[src/sv/hgm_pkg.sv]
// Shared types, constants and lookup tables of the gain map pipeline.
// No dependencies; every module file imports it.
package hgm_pkg;

    localparam int EXP_TABLE_ENTRIES = 256;
    localparam int EXP_IDX_W         = $clog2(EXP_TABLE_ENTRIES + 1);
    localparam int LOG_SEGS          = 64;
    localparam int NSTG              = 13;

    localparam logic [15:0] ONE_Q15   = 16'd32768;
    localparam logic [15:0] GAMMA_ONE = 16'd4096;
    localparam logic signed [24:0] OUT_MAX = 25'sh0FFFFFF;
    localparam logic signed [24:0] OUT_MIN = 25'sh1000000;

    typedef enum logic [2:0] {
        CFG_LMIN   = 3'd0,
        CFG_LMAX   = 3'd1,
        CFG_GAMMA  = 3'd2,
        CFG_SDROFF = 3'd3,
        CFG_HDROFF = 3'd4,
        CFG_WEIGHT = 3'd5,
        CFG_MODE   = 3'd6
    } cfg_idx_t;

    typedef struct packed {
        logic signed [15:0] lmin;
        logic signed [15:0] lmax;
        logic [15:0]        inv_gamma;
        logic signed [15:0] sdr_off;
        logic signed [15:0] hdr_off;
    } lane_cfg_t;

    typedef struct packed {
        logic [NSTG-1:0] en;
    } pipe_ctl_t;

    typedef struct packed {
        logic [31:0] base;
        logic [31:0] delta;
        logic [15:0] rem;
    } exp_seg_t;

    typedef struct packed {
        logic [16:0] base;
        logic [16:0] delta;
        logic [8:0]  rem;
        logic [3:0]  sh;
    } log_seg_t;

    typedef logic [31:0] exp_tab_t [0:EXP_TABLE_ENTRIES];
    typedef logic [16:0] log_tab_t [0:LOG_SEGS];

    // r^N under truncating Q1.30 multiplies, stopping once past 2.0
    function automatic logic [63:0] pow_root(input logic [63:0] r);
        logic [63:0] p;
        logic        done;
        p    = 64'd1 << 30;
        done = 1'b0;
        for (int i = 0; i < EXP_TABLE_ENTRIES; i++) begin
            if (!done) begin
                p = (p * r) >> 30;
                if (p > (64'd1 << 31)) done = 1'b1;
            end
        end
        return p;
    endfunction

    function automatic exp_tab_t build_exp_tab();
        exp_tab_t    t;
        logic [63:0] lo;
        logic [63:0] hi;
        logic [63:0] mid;
        logic [63:0] acc;
        lo = 64'd1 << 30;
        hi = 64'd1 << 31;
        while (lo < hi) begin
            mid = lo + ((hi - lo + 64'd1) >> 1);
            if (pow_root(mid) <= (64'd1 << 31)) lo = mid;
            else hi = mid - 64'd1;
        end
        acc  = 64'd1 << 30;
        t[0] = 32'(acc);
        for (int i = 1; i < EXP_TABLE_ENTRIES; i++) begin
            acc  = (acc * lo) >> 30;
            t[i] = 32'(acc);
        end
        t[EXP_TABLE_ENTRIES] = 32'h8000_0000;
        return t;
    endfunction

    function automatic log_tab_t build_log_tab();
        log_tab_t    t;
        logic [63:0] x;
        logic [16:0] res;
        for (int i = 0; i < LOG_SEGS; i++) begin
            x   = (64'd1 << 30) + (64'(i) << 24);
            res = '0;
            for (int b = 15; b >= 0; b--) begin
                x = (x * x) >> 30;
                if (x >= (64'd1 << 31)) begin
                    x = x >> 1;
                    res[b] = 1'b1;
                end
            end
            t[i] = res;
        end
        t[LOG_SEGS] = 17'd65536;
        return t;
    endfunction

    localparam exp_tab_t EXP_TAB = build_exp_tab();
    localparam log_tab_t LOG_TAB = build_log_tab();

    // Segment of 2^(u/65536): table base, slope and interpolation weight
    function automatic exp_seg_t exp_seg(input logic [15:0] u);
        exp_seg_t                   s;
        logic [15+EXP_IDX_W:0]      t;
        logic [EXP_IDX_W-1:0]       idx;
        logic [31:0]                nxt;
        t     = (16 + EXP_IDX_W)'(u) * (16 + EXP_IDX_W)'(EXP_TABLE_ENTRIES);
        idx   = t[15+EXP_IDX_W:16];
        s.rem = t[15:0];
        s.base = EXP_TAB[idx];
        nxt    = EXP_TAB[idx + EXP_IDX_W'(1)];
        s.delta = (nxt >= s.base) ? nxt - s.base : '0;
        return s;
    endfunction

    function automatic logic [31:0] exp_interp(input logic [31:0] base,
                                               input logic [31:0] delta,
                                               input logic [15:0] rem);
        logic [47:0] m;
        m = 48'(delta) * 48'(rem) + 48'd32768;
        return base + 32'(m >> 16);
    endfunction

    // Normalize g and find its log2 table segment
    function automatic log_seg_t log_seg(input logic [15:0] g);
        log_seg_t    s;
        logic [3:0]  p;
        logic [15:0] norm;
        logic [5:0]  idx;
        p = '0;
        for (int i = 0; i < 16; i++) begin
            if (g[i]) p = 4'(i);
        end
        norm   = g << (4'd15 - p);
        idx    = norm[14:9];
        s.rem  = norm[8:0];
        s.base = LOG_TAB[idx];
        s.delta = LOG_TAB[7'(idx) + 7'd1] - LOG_TAB[idx];
        s.sh   = 4'd15 - p;
        return s;
    endfunction

endpackage

[src/sv/hgm_pipe_ctrl.sv]
// Valid bits and stage enables of the pixel pipeline.
// Depends on hgm_pkg.
module hgm_pipe_ctrl import hgm_pkg::*; (
    input  logic      aclk,
    input  logic      aresetn,
    input  logic      s_valid,
    output logic      s_ready,
    output logic      m_valid,
    input  logic      m_ready,
    output pipe_ctl_t ctl
);

    logic [NSTG-1:0] valid_reg;
    logic [NSTG-1:0] valid_next;
    logic [NSTG-1:0] en;

    // A stage may load when it or any stage below it has a hole, or the sink takes
    always_comb begin
        for (int i = 0; i < NSTG; i++) begin
            en[i] = m_ready || ((valid_reg | NSTG'((64'd1 << i) - 64'd1)) != '1);
        end
        valid_next = valid_reg;
        for (int i = 0; i < NSTG; i++) begin
            if (en[i]) valid_next[i] = (i == 0) ? s_valid : valid_reg[(i == 0) ? 0 : i-1];
        end
    end

    always_ff @(posedge aclk) begin
        if (!aresetn) begin
            valid_reg <= '0;
        end else begin
            valid_reg <= valid_next;
        end
    end

    assign ctl.en  = en;
    assign s_ready = en[0];
    assign m_valid = valid_reg[NSTG-1];

endmodule

[config.mk]
export PLATFORM = sky130hd
export DESIGN_NAME = hgm_pipe_ctrl
export DESIGN_NICKNAME = d
export VERILOG_FILES = /design/src/sv/hgm_pkg.sv /design/src/sv/hgm_pipe_ctrl.sv
export SDC_FILE = /design/constraint.sdc
export NUM_CORES = 1
export LEC_CHECK = 0
export BUFFER_PORTS_ARGS = -buffer_cell sky130_fd_sc_hd__clkbuf_2
export CAP_MARGIN = 15
export CORE_MARGIN = 5
export CORE_UTILIZATION = 42
export CTS_CLUSTER_SIZE = 16
export DETAILED_ROUTE_END_ITERATION = 8
export PLACE_DENSITY = 0.74
export SETUP_SLACK_MARGIN = 0.2
export SLEW_MARGIN = 25
export SYNTH_ARGS = -nofsm -noshare
export SYNTH_HDL_FRONTEND = slang
export SYNTH_SLANG_ARGS = --single-unit
export TNS_END_PERCENT = 100
[constraint.sdc]
create_clock -name aclk -period 1.2 [get_ports aclk]
set_clock_uncertainty 0.05 [all_clocks]
set_input_delay 0.06 -clock aclk [delete_from_list [all_inputs] [get_ports aclk]]
set_output_delay 0.06 -clock aclk [all_outputs]
set_load 0.03 [all_outputs]
# == After elaboration in Yosys (flattened, before gate mapping) ==
# Index checks and enable logic that the tools add are counted.
# totals
ff_bits,13
latch_bits,0
ram_bits,0
rom_bits,0
in_bits,4
out_inout_bits,15
elab_cells,39
n_memories,0
# classes
addsub,0
mul,0
div_mod_pow,0
magnitude_cmp,0
eq_ne,12
n_shift,0
mux,0
bitwise,1
reduce_logical,13
# ops
op,n
$logic_or 1x1->1,13
$ne 13x13->1 const B,1
$ne 12x12->1 const B,1
$ne 11x11->1 const B,1
$ne 10x10->1 const B,1
$ne 9x9->1 const B,1
$ne 8x8->1 const B,1
$ne 7x7->1 const B,1
$ne 6x6->1 const B,1
$ne 5x5->1 const B,1
$ne 4x4->1 const B,1
$ne 3x3->1 const B,1
$ne 2x2->1 const B,1
$not 1->1,1

# == Longest topological paths before layout ==
# logic_depth
ltp_word,2
ltp_mapped,4

# == Worst setup path before layout ==
# OpenSTA, ideal clock, no wires.
# synth_timing
path_kind,flip-flop to output port
startpoint,register valid_reg[12]
endpoint,output port ctl[0] (netlist bit)
t_arrival_ps,1535
slack_ps,-445
path_stages_with_launch,5
n_path_buf,1
cell_sequence,dfxtp_1 nand4b_1 nor2_8 nand3_1 buf_4
# synth_via
elab_chain_len,2
# synth_lines
item,line_no,rtl
"start, declared",hgm_pipe_ctrl.sv:13,logic [NSTG-1:0] valid_reg;
"start signal, assigned",hgm_pipe_ctrl.sv:32,valid_reg <= valid_next;
$ne 13x13->1,hgm_pipe_ctrl.sv:20,en[i] = m_ready || ((valid_reg | NSTG'((64'd1 << i) - 64'd1)) != '1);
$logic_or 1x1->1,hgm_pipe_ctrl.sv:20,
"end, declared",hgm_pipe_ctrl.sv:10,output pipe_ctl_t ctl
# Every way passes these cells.

# == Final worst setup path ==
# layout_timing
startpoint,register valid_reg[12]
endpoint,output port s_ready
# layout_via
elab_chain_len,2
# layout_lines
item,line_no,rtl
$ne 13x13->1,hgm_pipe_ctrl.sv:20,
$logic_or 1x1->1,hgm_pipe_ctrl.sv:20,
"end, declared",hgm_pipe_ctrl.sv:7,"output logic s_ready,"
# Every way passes these cells.

==> impl_metrics.json <==
{
  "clk_root_buffer_cell": "sky130_fd_sc_hd__clkbuf_4",
  "worstPathRequired_ps": 1090,
  "net-switching-power_w": 0.000159,
  "drt_first_pass_iters": 4,
  "yosys_most_used_dff": "sky130_fd_sc_hd__dfxtp_1",
  "rrSetupSlack_ps": -120,
  "worstPathCellList": "nand4b_1, nor2_8, buf_6, nand3_4, buf_8",
  "fillCellCount": 66,
  "run_status": "finished with violations",
  "min_delay_path_depth": 2,
  "worst_hold_path_type": "in -> reg",
  "post-dp-hpwl_um": 980,
  "fraction_of_power_spent_switching_nets_pct": 21.8,
  "synth_top_area_cell": "sky130_fd_sc_hd__dfxtp_1",
  "fp.dieArea_um2": 2280,
  "worst_slew_margin_rel_pct": 76.5,
  "regArea_um2": 278,
  "timing.fmax_ghz": 0.672,
  "setup_repair_after_global_routing_missed_its_margin": "yes",
  "grt_pass1_wl_mm": 2.77,
  "min_delay_worst_endpoint": "valid_reg[6]$_SDFFE_PN0P_",
  "finalWirelength_mm": 1.77,
  "hold_path_startpoint": "aresetn",
  "vias_per_cell": 5.19,
  "remaining_drc_errors": 0,
  "yosys-top-cells-area": "sky130_fd_sc_hd__dfxtp_1 43%, sky130_fd_sc_hd__nand2_1 9.4%, sky130_fd_sc_hd__nand3_1 5.8%, sky130_fd_sc_hd__o21a_1 5.0%, sky130_fd_sc_hd__o21ai_1 4.2%",
  "antennaDiodeCount": 0,
  "final_antenna_net_count": 0,
  "synth_commonest_cells": "15 x sky130_fd_sc_hd__nand2_1, 13 x sky130_fd_sc_hd__dfxtp_1, 7 x sky130_fd_sc_hd__nand3_1, 5 x sky130_fd_sc_hd__o21ai_1, 4 x sky130_fd_sc_hd__o21a_1",
  "dieWidth_um": 47.8,
  "worst_flop_to_flop_path_endpoint": "valid_reg[1]$_SDFFE_PN0P_",
  "worst_path_largest_cell_delay_ps": 350,
  "count_of_vias_placed_by_the_detailed_router": 612,
  "hold_viol_final": 0,
  "path_class": "reg -> out",
  "initial_antenna_violation_count": 0,
  "worst-path-buf-inv": 2,
  "largest_register_ff_count": 13,
  "coreArea_um2": 1320,
  "post-synth-top-count-cell": "sky130_fd_sc_hd__nand2_1",
  "die_height_um": 47.8,
  "worstSetupEndpointType": "primary output",
  "violations": "negative setup slack",
  "synth_async_sr_flop_share_pct": 0,
  "multi_input_area_um2": 383,
  "effective_utilization_at_floorplan_pct": 45.5,
  "postLayoutSetupSlackWorst_ps": -289,
  "vdd_ir_drop_max_v": 0.000718,
  "cellLeakagePower_nw": 0.525,
  "yosysWarnings": 0,
  "layoutNonFillerInstCount": 118,
  "worst_setup_hold_path_clk_slew_ps": 80,
  "synth_sequential_area_ratio_pct": 43.4,
  "power_frac_seq_pct": 59.2,
  "synth.net_count": 71,
  "worstPathArrival_ps": 1380,
  "worstSkewPairLatency_ps": 270,
  "worst_r2r_path_depth": 5,
  "wl_per_cell_um": 15.0,
  "design.final.nets": 108,
  "placement.cell_area_um2": 812,
  "finalMaxSlewViolations": 0,
  "post_synth_num_cell_types": 24,
  "cell_internal_pwr_w": 0.000570,
  "combPwrFrac_pct": 4.3,
  "timing.final.setup_violations": 16,
  "maxCapViolCount": 0,
  "fp-row-count": 13,
  "crit_family": "simple AND/OR/NAND/NOR gates",
  "numCtsBuffers": 3,
  "max_slew.worst_pin.slew_ps": 353,
  "grt_pass1_vias": 629,
  "clock_sinks": 13,
  "globalplace.congestion": 0.722,
  "critical_path.slowest_cell": "sky130_fd_sc_hd__dfxtp_4",
  "layout-drive-gt1-share_pct": 65.0,
  "synth_cells": 67,
  "ctsHtreeMaxLevel": 1,
  "ff_to_ff_start": "valid_reg[12]$_SDFFE_PN0P_",
  "global_route.usage.total_pct": 17.4,
  "overflow": 0,
  "tritoncts": "built",
  "dp_worst_setup_slack_ps": -36.0,
  "finalCritPeriodShare_pct": 124,
  "pin_count_of_the_biggest_net_entering_global_routing": 20,
  "power_per_cell_area_nw_per_um2": 644,
  "worstPathMaxFanout": 6,
  "pwr-share-clk_pct": 36.6,
  "layout_min_cycle_time_ps": 1490,
  "first_iter_violations": 6,
  "clockBufferDepth": 2,
  "yosysTopAreaCellShare_pct": 43.4,
  "finish.utilization_pct": 86.0,
  "synth.ff_latch_count": 13,
  "synth_enable_flop_cells": 0,
  "synthesis.area_um2": 599,
  "area_grow_syn2layout_pct": 89.1,
  "placement.io_buffers": 18,
  "io_pins": 19,
  "final_design_area_no_fill_um2": 1130,
  "syn_area_per_cell_um2": 8.95,
  "place_inst": 105,
  "startpoint_type": "flip-flop"
}
==> repair_timing <==
action,CTS,global route
gates resized for setup,38,29
cloned,0,0
endpoints found under the hold margin,1,0
buffers inserted,6,2
endpoints found under the setup margin,27,28
pin swaps,10,11
hold buffers,1,0
==> logic make-up after synthesis <==
logic type             share of synthesized area [%]
AO/OA/AOI/OAI                                   16.9
buffers and inverters                           7.10
AND/OR/NAND/NOR                                 32.6
flip-flops                                      43.4
==> worst reg2reg max path: stages, from the launching register on <==
cell                       delay (ps)
sky130_fd_sc_hd__dfxtp_4          350
sky130_fd_sc_hd__nand4b_1         210
sky130_fd_sc_hd__nor2_8           220
sky130_fd_sc_hd__buf_6            150
sky130_fd_sc_hd__inv_8             50
sky130_fd_sc_hd__o31ai_4          220
==> power groups by stage <==
stage | Sequential (W) | Combinational (W) | Clock (W)
5_1_grt | 0.000433 | 0.0000339 | 0.000282
3_5_place_dp | 0.000442 | 0.0000256 | 0
6_report | 0.000432 | 0.0000312 | 0.000267
2_1_floorplan | 0.000441 | 0.0000184 | 0
3_3_place_gp | 0.000442 | 0.0000252 | 0
4_1_cts | 0.000432 | 0.0000283 | 0.000271
==> layout by cell type, fill, tap and decap left out <==
cell / n
sky130_fd_sc_hd__nand2_1: 12
sky130_fd_sc_hd__buf_8: 11
sky130_fd_sc_hd__buf_4: 10
sky130_fd_sc_hd__buf_6: 9
sky130_fd_sc_hd__dfxtp_1: 7
sky130_fd_sc_hd__nand3_1: 5
sky130_fd_sc_hd__o21ai_2: 5
sky130_fd_sc_hd__o21a_1: 4
sky130_fd_sc_hd__dfxtp_4: 4
sky130_fd_sc_hd__nand2_4: 3
sky130_fd_sc_hd__clkbuf_4: 3
sky130_fd_sc_hd__clkbuf_2: 3
sky130_fd_sc_hd__nand3_4: 2
sky130_fd_sc_hd__and3_1: 2
sky130_fd_sc_hd__o31ai_4: 2
sky130_fd_sc_hd__clkbuf_8: 2
sky130_fd_sc_hd__dfxtp_2: 2
sky130_fd_sc_hd__and2b_2: 1
sky130_fd_sc_hd__inv_4: 1
sky130_fd_sc_hd__and4_4: 1
sky130_fd_sc_hd__inv_6: 1
sky130_fd_sc_hd__nand4_4: 1
sky130_fd_sc_hd__and4bb_2: 1
sky130_fd_sc_hd__inv_2: 1
sky130_fd_sc_hd__nand4b_1: 1
sky130_fd_sc_hd__nor2_8: 1
sky130_fd_sc_hd__inv_8: 1
sky130_fd_sc_hd__nand4_1: 1
sky130_fd_sc_hd__inv_1: 1
sky130_fd_sc_hd__a21boi_2: 1
sky130_fd_sc_hd__a21oi_2: 1
sky130_fd_sc_hd__nor2b_1: 1
sky130_fd_sc_hd__clkbuf_1: 1
sky130_fd_sc_hd__dlygate4sd3_1: 1
==> stage by stage <==
stage,TNS (ps),hold slack (ps),power [W]
finish,-2950,196,0.000730
global placement,-12.8,219,0.000467
CTS,-2760,187,0.000731
global route,-4320,225,0.000749
detailed placement,-85.2,221,0.000468
floorplan,-386,128,0.000459
==> layout make-up <==
| class | count | share of cell area (%) |
|---|---|---|
| Timing Repair Buffer | 36 | 34.8 |
| Tap cell | 15 | 1.66 |
| Inverter | 5 | 2.98 |
| Multi-Input combinational cell | 45 | 33.8 |
| Sequential cell | 13 | 24.5 |
| Clock buffer | 4 | 2.32 |
==> how the worst max path moves through the flow <==
stage / endpoint / startpoint / slack (ps) / cells after the start
3_3_place_gp: valid_reg[1]$_SDFFE_PN0P_ / valid_reg[12]$_SDFFE_PN0P_ / -7 / 4
3_5_place_dp: valid_reg[1]$_SDFFE_PN0P_ / valid_reg[12]$_SDFFE_PN0P_ / -40 / 4
6_report: s_ready / valid_reg[12]$_SDFFE_PN0P_ / -290 / 5
5_1_grt: ctl[1] / valid_reg[7]$_SDFFE_PN0P_ / -370 / 4
2_1_floorplan: valid_reg[1]$_SDFFE_PN0P_ / valid_reg[12]$_SDFFE_PN0P_ / -90 / 4
4_1_cts: ctl[1] / valid_reg[12]$_SDFFE_PN0P_ / -300 / 4
==> metal layers <==
metal | GRT usage, % | wire (um)
met1 | 19.0 | 700
met2 | 31.9 | 959
met3 | 3.01 | 71
met4 | 8.60 | 40
met5 | 0 | 0
(Power assumes the default switching activity.)
